$ cat src/led_scanner_and_progress_bar_top_macros.svh
// Assertion macros shared by the RTL
`ifndef LED_SCANNER_AND_PROGRESS_BAR_TOP_MACROS_SVH
`define LED_SCANNER_AND_PROGRESS_BAR_TOP_MACROS_SVH

// same-cycle implication
`define LSPB_ASSERT_IMPL(lbl, ante, cons, msg) \
    lbl: assert property (@(posedge clk) disable iff (!rst_n) (ante) |-> (cons)) \
        else $error(msg);

// next-cycle implication
`define LSPB_ASSERT_NEXT(lbl, ante, cons, msg) \
    lbl: assert property (@(posedge clk) disable iff (!rst_n) (ante) |=> (cons)) \
        else $error(msg);

`endif

$ cat src/lspb_pkg.sv
`default_nettype none
package lspb_pkg;

    localparam int DEF_MAX_LEDS = 32;
    localparam int PROD_W       = 32;

    localparam logic [1:0] REG_LED_COUNT     = 2'd0;
    localparam logic [1:0] REG_SCAN_SPEED    = 2'd1;
    localparam logic [1:0] REG_DROPOFF_VALUE = 2'd2;
    localparam logic [1:0] REG_MAX_INTENSITY = 2'd3;

    localparam logic [5:0]  RST_LED_COUNT     = 6'd8;
    localparam logic [15:0] RST_SCAN_SPEED    = 16'd655;
    localparam logic [7:0]  RST_DROPOFF_VALUE = 8'd127;
    localparam logic [7:0]  RST_MAX_INTENSITY = 8'd255;

    localparam logic CMD_TICK  = 1'b0;
    localparam logic CMD_START = 1'b1;

    typedef enum logic [2:0] {
        ST_IDLE,
        ST_MUL,
        ST_UPD,
        ST_LED,
        ST_DIV,
        ST_EMIT
    } lspb_state_t;

    typedef struct packed {
        logic accept_tick;
        logic accept_start;
        logic mul;
        logic upd;
        logic led;
        logic div;
        logic emit;
    } lspb_cmd_t;

    typedef struct packed {
        logic cd_tick;
        logic n_zero;
        logic div_needed;
        logic div_done;
        logic out_free;
        logic last;
    } lspb_status_t;

endpackage
`default_nettype wire

$ cat src/led_scanner_and_progress_bar_top.sv
// Start transaction: taken in idle, no results.
// Scanner tick: multiply and update steps after acceptance, then per LED a level step
//   and an emit step that waits for a free output, on the shared per-LED datapath.
// Countdown tick: likewise, with the 1-bit-per-cycle divider before emit when needed.
// Reset (rst_n low, async): registers to defaults, scanner mode, head 0, forward.
`default_nettype none
module led_scanner_and_progress_bar_top #(
    parameter int MAX_LEDS = lspb_pkg::DEF_MAX_LEDS
) (
    input  wire logic        clk,
    input  wire logic        rst_n,
    input  wire logic        cfg_we,
    input  wire logic [1:0]  cfg_index,
    input  wire logic [15:0] cfg_data,
    input  wire logic        in_valid,
    output logic             in_ready,
    input  wire logic        command,
    input  wire logic [15:0] tick_ms,
    input  wire logic [23:0] duration_ms,
    output logic             out_valid,
    input  wire logic        out_ready,
    output logic [4:0]       led_index,
    output logic [7:0]       intensity,
    output logic             last_led
);
    import lspb_pkg::*;

    lspb_cmd_t    cmd;
    lspb_status_t status;

    lspb_ctrl u_ctrl (
        .clk      (clk),
        .rst_n    (rst_n),
        .in_valid (in_valid),
        .command  (command),
        .in_ready (in_ready),
        .status   (status),
        .cmd      (cmd)
    );

    lspb_dp #(
        .MAX_LEDS (MAX_LEDS)
    ) u_dp (
        .clk         (clk),
        .rst_n       (rst_n),
        .cfg_we      (cfg_we),
        .cfg_index   (cfg_index),
        .cfg_data    (cfg_data),
        .tick_ms     (tick_ms),
        .duration_ms (duration_ms),
        .cmd         (cmd),
        .status      (status),
        .out_ready   (out_ready),
        .out_valid   (out_valid),
        .led_index   (led_index),
        .intensity   (intensity),
        .last_led    (last_led)
    );

endmodule
`default_nettype wire

$ cat src/lspb_ctrl.sv
`default_nettype none
module lspb_ctrl (
    input  wire logic                  clk,
    input  wire logic                  rst_n,
    input  wire logic                  in_valid,
    input  wire logic                  command,
    output logic                       in_ready,
    input  wire lspb_pkg::lspb_status_t status,
    output lspb_pkg::lspb_cmd_t        cmd
);
    import lspb_pkg::*;
    `include "led_scanner_and_progress_bar_top_macros.svh"

    lspb_state_t state_reg, state_next;
    logic        accept;

    assign accept = in_valid && in_ready;

    always_ff @(posedge clk or negedge rst_n)
    begin
        if (!rst_n)
        begin
            state_reg <= ST_IDLE;
        end
        else
        begin
            state_reg <= state_next;
        end
    end

    always_comb
    begin
        state_next = state_reg;
        case (state_reg)
            ST_IDLE:
            begin
                if (accept && command == CMD_TICK)
                begin
                    state_next = ST_MUL;
                end
            end
            ST_MUL:
            begin
                state_next = ST_UPD;
            end
            ST_UPD:
            begin
                state_next = status.n_zero ? ST_IDLE : ST_LED;
            end
            ST_LED:
            begin
                state_next = (status.cd_tick && status.div_needed) ? ST_DIV : ST_EMIT;
            end
            ST_DIV:
            begin
                if (status.div_done)
                begin
                    state_next = ST_EMIT;
                end
            end
            ST_EMIT:
            begin
                if (status.out_free)
                begin
                    state_next = status.last ? ST_IDLE : ST_LED;
                end
            end
            default:
            begin
                state_next = ST_IDLE;
            end
        endcase
    end

    always_comb
    begin
        in_ready         = 1'b0;
        cmd              = '0;
        cmd.accept_tick  = 1'b0;
        cmd.accept_start = 1'b0;
        case (state_reg)
            ST_IDLE:
            begin
                in_ready         = 1'b1;
                cmd.accept_tick  = in_valid && command == CMD_TICK;
                cmd.accept_start = in_valid && command == CMD_START;
            end
            ST_MUL:  cmd.mul  = 1'b1;
            ST_UPD:  cmd.upd  = 1'b1;
            ST_LED:  cmd.led  = 1'b1;
            ST_DIV:  cmd.div  = 1'b1;
            ST_EMIT: cmd.emit = 1'b1;
            default: cmd      = '0;
        endcase
    end

    `LSPB_ASSERT_NEXT(a_tick_starts_mul, accept && command == CMD_TICK, state_reg == ST_MUL, "tick transaction did not start the multiply")
    `LSPB_ASSERT_NEXT(a_mul_to_upd, state_reg == ST_MUL, state_reg == ST_UPD, "multiply not followed by update")
    `LSPB_ASSERT_NEXT(a_div_done_emit, state_reg == ST_DIV && status.div_done, state_reg == ST_EMIT, "division end not followed by emit")

endmodule
`default_nettype wire

$ cat src/lspb_dp.sv
`default_nettype none
module lspb_dp #(
    parameter int MAX_LEDS = lspb_pkg::DEF_MAX_LEDS
) (
    input  wire logic                  clk,
    input  wire logic                  rst_n,
    input  wire logic                  cfg_we,
    input  wire logic [1:0]            cfg_index,
    input  wire logic [15:0]           cfg_data,
    input  wire logic [15:0]           tick_ms,
    input  wire logic [23:0]           duration_ms,
    input  wire lspb_pkg::lspb_cmd_t   cmd,
    output lspb_pkg::lspb_status_t     status,
    input  wire logic                  out_ready,
    output logic                       out_valid,
    output logic [4:0]                 led_index,
    output logic [7:0]                 intensity,
    output logic                       last_led
);
    import lspb_pkg::*;
    `include "led_scanner_and_progress_bar_top_macros.svh"

    localparam int NW = $clog2(MAX_LEDS + 1);
    localparam int IW = (MAX_LEDS > 1) ? $clog2(MAX_LEDS) : 1;

    logic [5:0]          led_count_reg;
    logic [15:0]         scan_speed_reg;
    logic [7:0]          dropoff_reg;
    logic [7:0]          max_int_reg;

    logic                mode_reg;
    logic signed [15:0]  head_reg;
    logic                dir_reg;
    logic [23:0]         total_reg;
    logic [23:0]         left_reg;

    logic [15:0]         dt_reg;
    logic                cd_reg;
    logic [PROD_W-1:0]   prod_reg;
    logic signed [31:0]  d_reg;
    logic [IW-1:0]       idx_reg;
    logic [7:0]          level_reg;
    logic [24:0]         rem_reg;
    logic [7:0]          quo_reg;
    logic [2:0]          cnt_reg;

    logic                out_valid_reg;
    logic [4:0]          led_index_reg;
    logic [7:0]          intensity_reg;
    logic                last_reg;

    logic [NW-1:0]       n_w;
    logic [23:0]         left_c;
    logic [23:0]         elapsed;
    logic signed [26:0]  pos_raw;
    logic signed [26:0]  high_s;
    logic signed [17:0]  at_s;
    logic signed [17:0]  pos_s;
    logic signed [17:0]  edge_s;
    logic [17:0]         diff;
    logic [24:0]         drop_p;
    logic signed [25:0]  v_s;
    logic                dark;
    logic [7:0]          idle_level;
    logic                tot0;
    logic                d_pos;
    logic                d_ge;
    logic [24:0]         r_in;
    logic [24:0]         trial;
    logic                qbit;
    logic                load_out;

    assign n_w = ({1'b0, led_count_reg} > 7'(MAX_LEDS)) ? NW'(MAX_LEDS) : NW'(led_count_reg);
    assign left_c  = (left_reg > total_reg) ? total_reg : left_reg;
    assign elapsed = total_reg - left_c;

    assign high_s  = $signed({{(19 - NW){1'b0}}, n_w, 8'b0});
    assign pos_raw = dir_reg ? (27'(head_reg) + $signed({3'b0, prod_reg[31:8]}))
                             : (27'(head_reg) - $signed({3'b0, prod_reg[31:8]}));

    assign at_s   = $signed({{(10 - IW){1'b0}}, idx_reg, 8'b0});
    assign pos_s  = 18'(head_reg);
    assign edge_s = $signed({{(10 - NW){1'b0}}, NW'(n_w - NW'(1)), 8'b0});
    assign diff   = (pos_s > at_s) ? 18'(pos_s - at_s) : 18'(at_s - pos_s);
    assign drop_p = diff[16:0] * dropoff_reg;
    assign v_s    = $signed({10'b0, max_int_reg, 8'b0}) - $signed({1'b0, drop_p});
    assign dark   = (dir_reg && at_s > pos_s) || (!dir_reg && at_s < pos_s);

    always_comb
    begin
        if (dark || v_s <= 26'sd0)
        begin
            idle_level = 8'd0;
        end
        else
        begin
            idle_level = v_s[15:8];
        end
        if ((NW'(idx_reg) + NW'(1) == n_w && pos_s > edge_s) || (idx_reg == '0 && pos_s < 18'sd0))
        begin
            idle_level = max_int_reg;
        end
    end

    assign tot0  = (total_reg == 24'd0);
    assign d_pos = (d_reg > 32'sd0);
    assign d_ge  = (d_reg >= $signed({8'b0, total_reg}));

    assign r_in  = (cnt_reg == 3'd0) ? {1'b0, prod_reg[31:8]} : rem_reg;
    assign trial = {r_in[23:0], prod_reg[~cnt_reg]};
    assign qbit  = (trial >= {1'b0, total_reg});

    assign load_out = cmd.emit && status.out_free;

    assign status.cd_tick    = cd_reg;
    assign status.n_zero     = (n_w == '0);
    assign status.div_needed = !tot0 && d_pos && !d_ge;
    assign status.div_done   = (cnt_reg == 3'd7);
    assign status.out_free   = !out_valid_reg || out_ready;
    assign status.last       = (NW'(idx_reg) + NW'(1) == n_w);

    always_ff @(posedge clk or negedge rst_n)
    begin
        if (!rst_n)
        begin
            led_count_reg  <= RST_LED_COUNT;
            scan_speed_reg <= RST_SCAN_SPEED;
            dropoff_reg    <= RST_DROPOFF_VALUE;
            max_int_reg    <= RST_MAX_INTENSITY;
        end
        else if (cfg_we)
        begin
            case (cfg_index)
                REG_LED_COUNT:     led_count_reg  <= cfg_data[5:0];
                REG_SCAN_SPEED:    scan_speed_reg <= cfg_data;
                REG_DROPOFF_VALUE: dropoff_reg    <= cfg_data[7:0];
                REG_MAX_INTENSITY: max_int_reg    <= cfg_data[7:0];
                default:           led_count_reg  <= led_count_reg;
            endcase
        end
    end

    always_ff @(posedge clk or negedge rst_n)
    begin
        if (!rst_n)
        begin
            mode_reg  <= 1'b0;
            head_reg  <= '0;
            dir_reg   <= 1'b1;
            total_reg <= '0;
            left_reg  <= '0;
            cd_reg    <= 1'b0;
        end
        else if (cmd.accept_start)
        begin
            if (duration_ms == 24'd0)
            begin
                mode_reg <= 1'b0;
                head_reg <= '0;
                dir_reg  <= 1'b1;
            end
            else
            begin
                mode_reg  <= 1'b1;
                total_reg <= duration_ms;
                left_reg  <= duration_ms;
            end
        end
        else if (cmd.accept_tick)
        begin
            cd_reg <= mode_reg;
        end
        else if (cmd.upd)
        begin
            if (cd_reg)
            begin
                if (tot0 || left_reg <= 24'(dt_reg))
                begin
                    left_reg <= '0;
                    mode_reg <= 1'b0;
                    head_reg <= '0;
                    dir_reg  <= 1'b1;
                end
                else
                begin
                    left_reg <= left_reg - 24'(dt_reg);
                end
            end
            else if (pos_raw >= high_s)
            begin
                head_reg <= 16'(high_s);
                dir_reg  <= 1'b0;
            end
            else if (pos_raw <= -27'sd256)
            begin
                head_reg <= -16'sd256;
                dir_reg  <= 1'b1;
            end
            else
            begin
                head_reg <= 16'(pos_raw);
            end
        end
    end

    always_ff @(posedge clk)
    begin
        if (cmd.accept_tick)
        begin
            dt_reg <= tick_ms;
        end
        if (cmd.mul)
        begin
            if (cd_reg)
            begin
                prod_reg <= PROD_W'(elapsed * n_w);
            end
            else
            begin
                prod_reg <= PROD_W'(scan_speed_reg * dt_reg);
            end
        end
        else if (cmd.led && cd_reg)
        begin
            prod_reg <= PROD_W'(d_reg[23:0] * max_int_reg);
        end
        if (cmd.upd)
        begin
            d_reg   <= $signed(prod_reg);
            idx_reg <= '0;
        end
        else if (load_out && !status.last)
        begin
            d_reg   <= d_reg - $signed({8'b0, total_reg});
            idx_reg <= idx_reg + IW'(1);
        end
        if (cmd.led)
        begin
            cnt_reg <= 3'd0;
            if (!cd_reg)
            begin
                level_reg <= idle_level;
            end
            else if (tot0 || !d_pos)
            begin
                level_reg <= 8'd0;
            end
            else
            begin
                level_reg <= max_int_reg;
            end
        end
        else if (cmd.div)
        begin
            rem_reg <= qbit ? (trial - {1'b0, total_reg}) : trial;
            quo_reg <= {quo_reg[6:0], qbit};
            cnt_reg <= cnt_reg + 3'd1;
            if (cnt_reg == 3'd7)
            begin
                level_reg <= {quo_reg[6:0], qbit};
            end
        end
        if (load_out)
        begin
            led_index_reg <= 5'(idx_reg);
            intensity_reg <= level_reg;
            last_reg      <= status.last;
        end
    end

    always_ff @(posedge clk or negedge rst_n)
    begin
        if (!rst_n)
        begin
            out_valid_reg <= 1'b0;
        end
        else if (load_out)
        begin
            out_valid_reg <= 1'b1;
        end
        else if (out_ready)
        begin
            out_valid_reg <= 1'b0;
        end
    end

    assign out_valid = out_valid_reg;
    assign led_index = led_index_reg;
    assign intensity = intensity_reg;
    assign last_led  = last_reg;

    `LSPB_ASSERT_IMPL(a_head_floor, 1'b1, head_reg >= -16'sd256, "head below the overscan floor")
    `LSPB_ASSERT_IMPL(a_rem_bound, cmd.div && cnt_reg != 3'd0, rem_reg < {1'b0, total_reg}, "division remainder out of range")

endmodule
`default_nettype wire

$ cat config.mk
export PLATFORM = sky130hd
export DESIGN_NAME = led_scanner_and_progress_bar_top
export DESIGN_NICKNAME = d
export VERILOG_FILES = /design/src/lspb_pkg.sv /design/src/led_scanner_and_progress_bar_top.sv /design/src/lspb_ctrl.sv /design/src/lspb_dp.sv
export VERILOG_INCLUDE_DIRS = /design/src /design/src/src
export SDC_FILE = /design/constraint.sdc
export NUM_CORES = 2
export LEC_CHECK = 0
export BUFFER_PORTS_ARGS = -buffer_cell sky130_fd_sc_hd__buf_2
export CAP_MARGIN = 0
export CORE_MARGIN = 2
export CORE_UTILIZATION = 40
export CTS_BUF_LIST = sky130_fd_sc_hd__clkbuf_2
export DETAILED_ROUTE_END_ITERATION = 6
export PLACE_DENSITY_LB_ADDON = 0.12
export SETUP_SLACK_MARGIN = 0.15
export SYNTH_ARGS = -nofsm -noshare
export SYNTH_HDL_FRONTEND = slang
export SYNTH_SLANG_ARGS = --single-unit
$ cat constraint.sdc
create_clock -name clk -period 8.25 [get_ports clk]
set_input_delay 0.4125 -clock clk [delete_from_list [all_inputs] [get_ports clk]]
set_output_delay 0.4125 -clock clk [all_outputs]
set_load 0.01 [all_outputs]
After elaboration in Yosys (flattened, before gate mapping) --
Cells that the tools add are included.
Operators by class: add/sub/neg operators 13, multiply operators 4, $lt $le $gt $ge 15, equality and inequality tests 17, muxes and demuxes 64, bitwise gates (word level) 5, reduce and logical (&&, ||, !) cells 55
Operators by type and width (count):
- $mux 24 | 9
- $mux 32 | 5
- $mux 16 | 8
- $mux 8 | 7
- $sub 16x25->26 | 2
- $logic_not 24->1 | 2
- $sub 24x24->24 | 2
- $ge 32x25->1 | 1
- $gt 32x1->1 const B | 1
- $mul 16x16->32 | 1
- $mul 24x8->32 | 1
- $sub 32x25->32 | 1
- $mul 24x6->30 | 1
- $ge 27x15->1 | 1
- $le 27x9->1 const B | 1
- $mux 27 | 1
- $add 16x25->26 | 1
- $le 26x1->1 const B | 1
- $ge 25x24->1 | 1
- $mul 17x8->25 | 1
- $gt 24x24->1 | 1
- $le 24x16->1 | 1
- $mux 1 | 24
- $sub 24x16->24 | 1
- other kinds (43) | 98
Word-level totals: flip-flop bits (word level) 250, bits of input ports 64, output and inout port bits 16, logic and storage cells 196

Logic depth before layout (Yosys ltp) --
depth after elaboration 10, depth in mapped cells 41, mapped depth without buffers 39

By module --
From an unflattened synthesis, not the netlist that was laid out.
Second synthesis, totals: cells, all modules 4698, area total of the unflattened synthesis 41364.7 um^2
By module, submodules not included:
- lspb_dp | times used 1, cells an instance 4668, area each 41099.4 um^2, seq. area each 6835.3 um^2
- lspb_ctrl | times used 1, cells an instance 30, area each 265.3 um^2, seq. area each 75.1 um^2

Worst setup path after synthesis --
OpenSTA, ideal clock, no wires.
path kind flip-flop to flip-flop, start point register u_dp.total_reg[1], end point register u_dp.prod_reg[29], data pin, library setup time 0.275 ns, arrival time 8.341 ns, required time 7.975 ns, slack -0.366 ns, stages on the path, launching flop included 42, path buffers 2, clock period less this slack 8.616 ns, cells stage by stage dfrtp_1 -> inv_1 -> ha_1 -> nor2b_1 -> o21a_1 -> o21a_1 -> o21a_1 -> o21a_1 -> a2111oi_0 -> nor2_1 -> buf_1 -> clkbuf_1 -> nand2_1 -> o21ai_0 -> ha_1 -> fa_1 -> nor2b_1 -> o21a_1 -> [6 not listed] -> o311ai_0 -> nor2_1 -> fa_1 -> fa_1 -> inv_1 -> fa_1 -> inv_1 -> ha_1 -> a21o_1 -> a21o_1 -> a21oi_1 -> o21bai_1 -> a31o_2 -> a31oi_1 -> o21ai_0 -> xnor2_1 -> nand3_1 -> o221ai_1
On the way: word-level cells in the longest chain between the ends 6
Ends and longest elaborated chain:
- start: declaration | RTL line lspb_dp.sv:34 | logic [23:0] total_reg;
- start signal: assignment | RTL line lspb_dp.sv:165 | total_reg <= duration_ms;
- $gt 24x24->1 | RTL line lspb_dp.sv:74 | assign left_c = (left_reg > total_reg) ? total_reg : left_reg;
- $mux 24 | RTL line lspb_dp.sv:74
- $sub 24x24->24 * | RTL line lspb_dp.sv:75 | assign elapsed = total_reg - left_c;
- $mul 24x6->30 * | RTL line lspb_dp.sv:216 | prod_reg <= PROD_W'(elapsed * n_w);
- $mux 32 * | RTL line lspb_dp.sv:214 | if (cd_reg)
- $mux 32 * | RTL line lspb_dp.sv:212 | if (cmd.mul)
- end signal: assignment | RTL line lspb_dp.sv:216
- end signal: assignment | RTL line lspb_dp.sv:220 | prod_reg <= PROD_W'(scan_speed_reg * dt_reg);
- end signal: assignment | RTL line lspb_dp.sv:225 | prod_reg <= PROD_W'(d_reg[23:0] * max_int_reg);
- end: declaration | RTL line lspb_dp.sv:39 | logic [PROD_W-1:0] prod_reg;
Every way passes the cells marked *; elsewhere a longest branch is shown, timed or not. A chain may end at the register's enable or synchronous reset.

Final worst setup path --
start point register u_dp.total_reg[1], end point register u_dp.prod_reg[27], data pin
Same word-level chain as after synthesis.

==> results.toml <==
[cells_and_area]
drive_gt1_share_pct = 13.0
utilization_pct = 45.6
fillers = 10300
area_growth_pct = 13.3
regArea_um2 = 6910
fin_cells = 6489
layout_common_cells = "inv_1 (712), nand2_1 (533), fa_1 (521)"
layout_commonest_cell = "inv_1"
nets = 6049
multi_input_area_um2 = 31900

[worst_setup_path]
cp_common_cell = "o21a_1"
reg2reg_from = "u_dp.total_reg[1]$_DFFE_PN0P_"
slowest_stage = "fa_1"
setup.worst_path.class = "flip-flop to flip-flop"
crit_path_end_kind = "flip-flop"
start_kind = "flip-flop"
path_max_fanout = 6
startpoint = "u_dp.total_reg[1]$_DFFE_PN0P_"
max_stage_delay_ns = 0.53
critical_path_arrival_ns = 8.83
critical_path_required_ns = 9.11

[die]
io_pins = 80
rows = 118
die-height_um = 327
coreArea_um2 = 103000
die_w_um = 327
dieArea_um2 = 107000
start_util_pct = 40.3

[yosys]
netlist_instances = 4743
ys.flop_type = "edfxtp_1"
synth_edf_count = 133
syn_area_um2 = 41600
ys_top_cells_by_area = "fa_1 (25%), ha_1 (12%), edfxtp_1 (9.6%)"
synth_top_area_share_pct = 25.1
ys_ff_latch = 250
synth_area_leader_cell = "fa_1"
synth_warnings = 0
synth_area_per_cell_um2 = 8.78
ys_async_sr_fraction_pct = 43.6
synth.yosys.seq_area_share_pct = 16.6
synth.distinct_cells = 91
synth_fp_nets = 5741

[cts]
clk_pin_slew_ns = 0.09
htree_levels = 3
cts_root_buf = "clkbuf_2"
clkLatencyLatePin_ns = 1.24
cts.sinks = 250
cts_tree = "done"
cts_buffer_depth = 3
cts_buffers = 79

[timing]
min_period_over_period_pct = 96.6
rsz0062_at_grt = "yes"
worst_pin_slew_ns = 0.998
drv_slew = 0
setup_viol = 0
skew_ns = 0.184
max-slew-margin-rel_pct = 33.3
hold_violations = 0
finalCriticalPeriod_ns = 7.97
timing.fmax_ghz = 0.126

[global_routing]
grt_pass1_wl_um = 210000
antenna_found_initial = 7
gr-usage-all-layers_pct = 25.6
grt_pass1_vias = 35400
grt_max_degree = 65
grt_overflow_total = 0

[place]
io_buffers = 79
gp_congestion = 0.892
hpwlAfterDp_um = 107000
placedCellCount = 6224

[drt]
drtIter0Drc = 2092
first_pass_iters = 5
wl_um = 134000
routedWlPerCell_um = 20.7
drcViolationCount = 0
vias = 34600
antenna_left = 0
viasPerCell = 5.33

[job]
cap_violations = 0

[hold_path]
hp-class = "input port to flip-flop"
min_from = "duration_ms[12]"

[outcome]
status = "finished clean"
-- area by class of cell --
| class | count | area share, % |
|---|---|---|
| Antenna cell | 3 | 0.0159 |
| Clock buffer | 115 | 1.22 |
| Clock inverter | 21 | 0.249 |
| Inverter | 723 | 5.75 |
| Multi-Input combinational cell | 3583 | 67.6 |
| Sequential cell | 250 | 14.7 |
| Tap cell | 1380 | 3.66 |
| Timing Repair Buffer | 414 | 6.85 |
-- layer usage --
metal	global-route usage, %	wire length, um
met4	8.04	4290
met1	34.3	59400
met3	3.18	6340
met5	0	27
met2	42.9	64300
-- cells by family after synthesis --
logic type | share of synthesized area [%]
simple gates | 17.3
fa+ha+maj | 37.5
buf+inv | 8.23
compound gates | 12.9
flops | 16.6
xor+xnor | 4.80
mux | 2.71
-- synth_stat cells (30+ instances only) --
cell	n
inv_1	721
and3_1	30
a21oi_1	237
fa_1	522
nand3_1	54
nand4_1	32
nor3_1	78
ha_1	412
mux2_2	67
nor2b_1	43
o31ai_1	30
a21o_1	95
or3_1	30
nor4_1	35
xor2_1	96
nand2b_1	38
nor2_1	299
and2_1	251
clkbuf_1	166
o21ai_0	177
xnor2_1	127
o21a_1	34
nand2_1	538
dfrtp_1	86
mux2i_1	33
edfxtp_1	133
-- through the flow --
step	hold WS (ns)	setup WS (ns)	TNS, ns	cell area, um^2
2_1_floorplan	0.117	0.161	0	41700
3_3_place_gp	0.404	-0.0921	-0.214	44700
3_5_place_dp	0.416	-0.126	-0.381	44700
4_1_cts	0.00579	0.144	0	46800
5_1_grt	0.0498	-0.124	-0.627	47200
6_report	0.131	0.283	0	47200
-- critical path, delay by kind of cell (launching register included) --
| family | cells | cell delay, ns |
|---|---|---|
| buffers and inverters | 6 | 0.62 |
| AOI/OAI and AO/OA | 18 | 3.40 |
| DFF | 1 | 0.41 |
| muxes | 1 | 0.12 |
| and+or+nand+nor | 6 | 0.54 |
| adders and majority gates | 6 | 2.27 |
| xor gates and xnor gates | 2 | 0.32 |
-- what timing repair did --
action | CTS | global route
setup endpoints to repair | 11 | 26
pin swaps | 62 | 61
buffers inserted | 7 | 7
hold buffers | 112 | 0
endpoints found under the hold margin | 227 | 0
resized for setup | 55 | 58
-- worst paths after layout --
| path | endpoint | slack (ns) | cells past startpoint |
|---|---|---|---|
| max | u_dp.prod_reg[27]$_DFFE_PP_ | 0.28 | 39 |
| min | u_dp.total_reg[12]$_DFFE_PN0P_ | 0.13 | 3 |
| max reg2reg | u_dp.prod_reg[27]$_DFFE_PP_ | 0.28 | 39 |
| min reg2reg | u_dp.quo_reg[4]$_DFFE_PP_ | 0.42 | 0 |
| max in group asynchronous | u_dp.led_count_reg[5]$_DFFE_PN0P_ | 6.81 | 4 |
| min in group asynchronous | u_dp.scan_speed_reg[9]$_DFFE_PN1P_ | 0.40 | 3 |
Power is not shown: default switching activity piles up to over one toggle a cycle in this logic, so the estimate is an artifact.
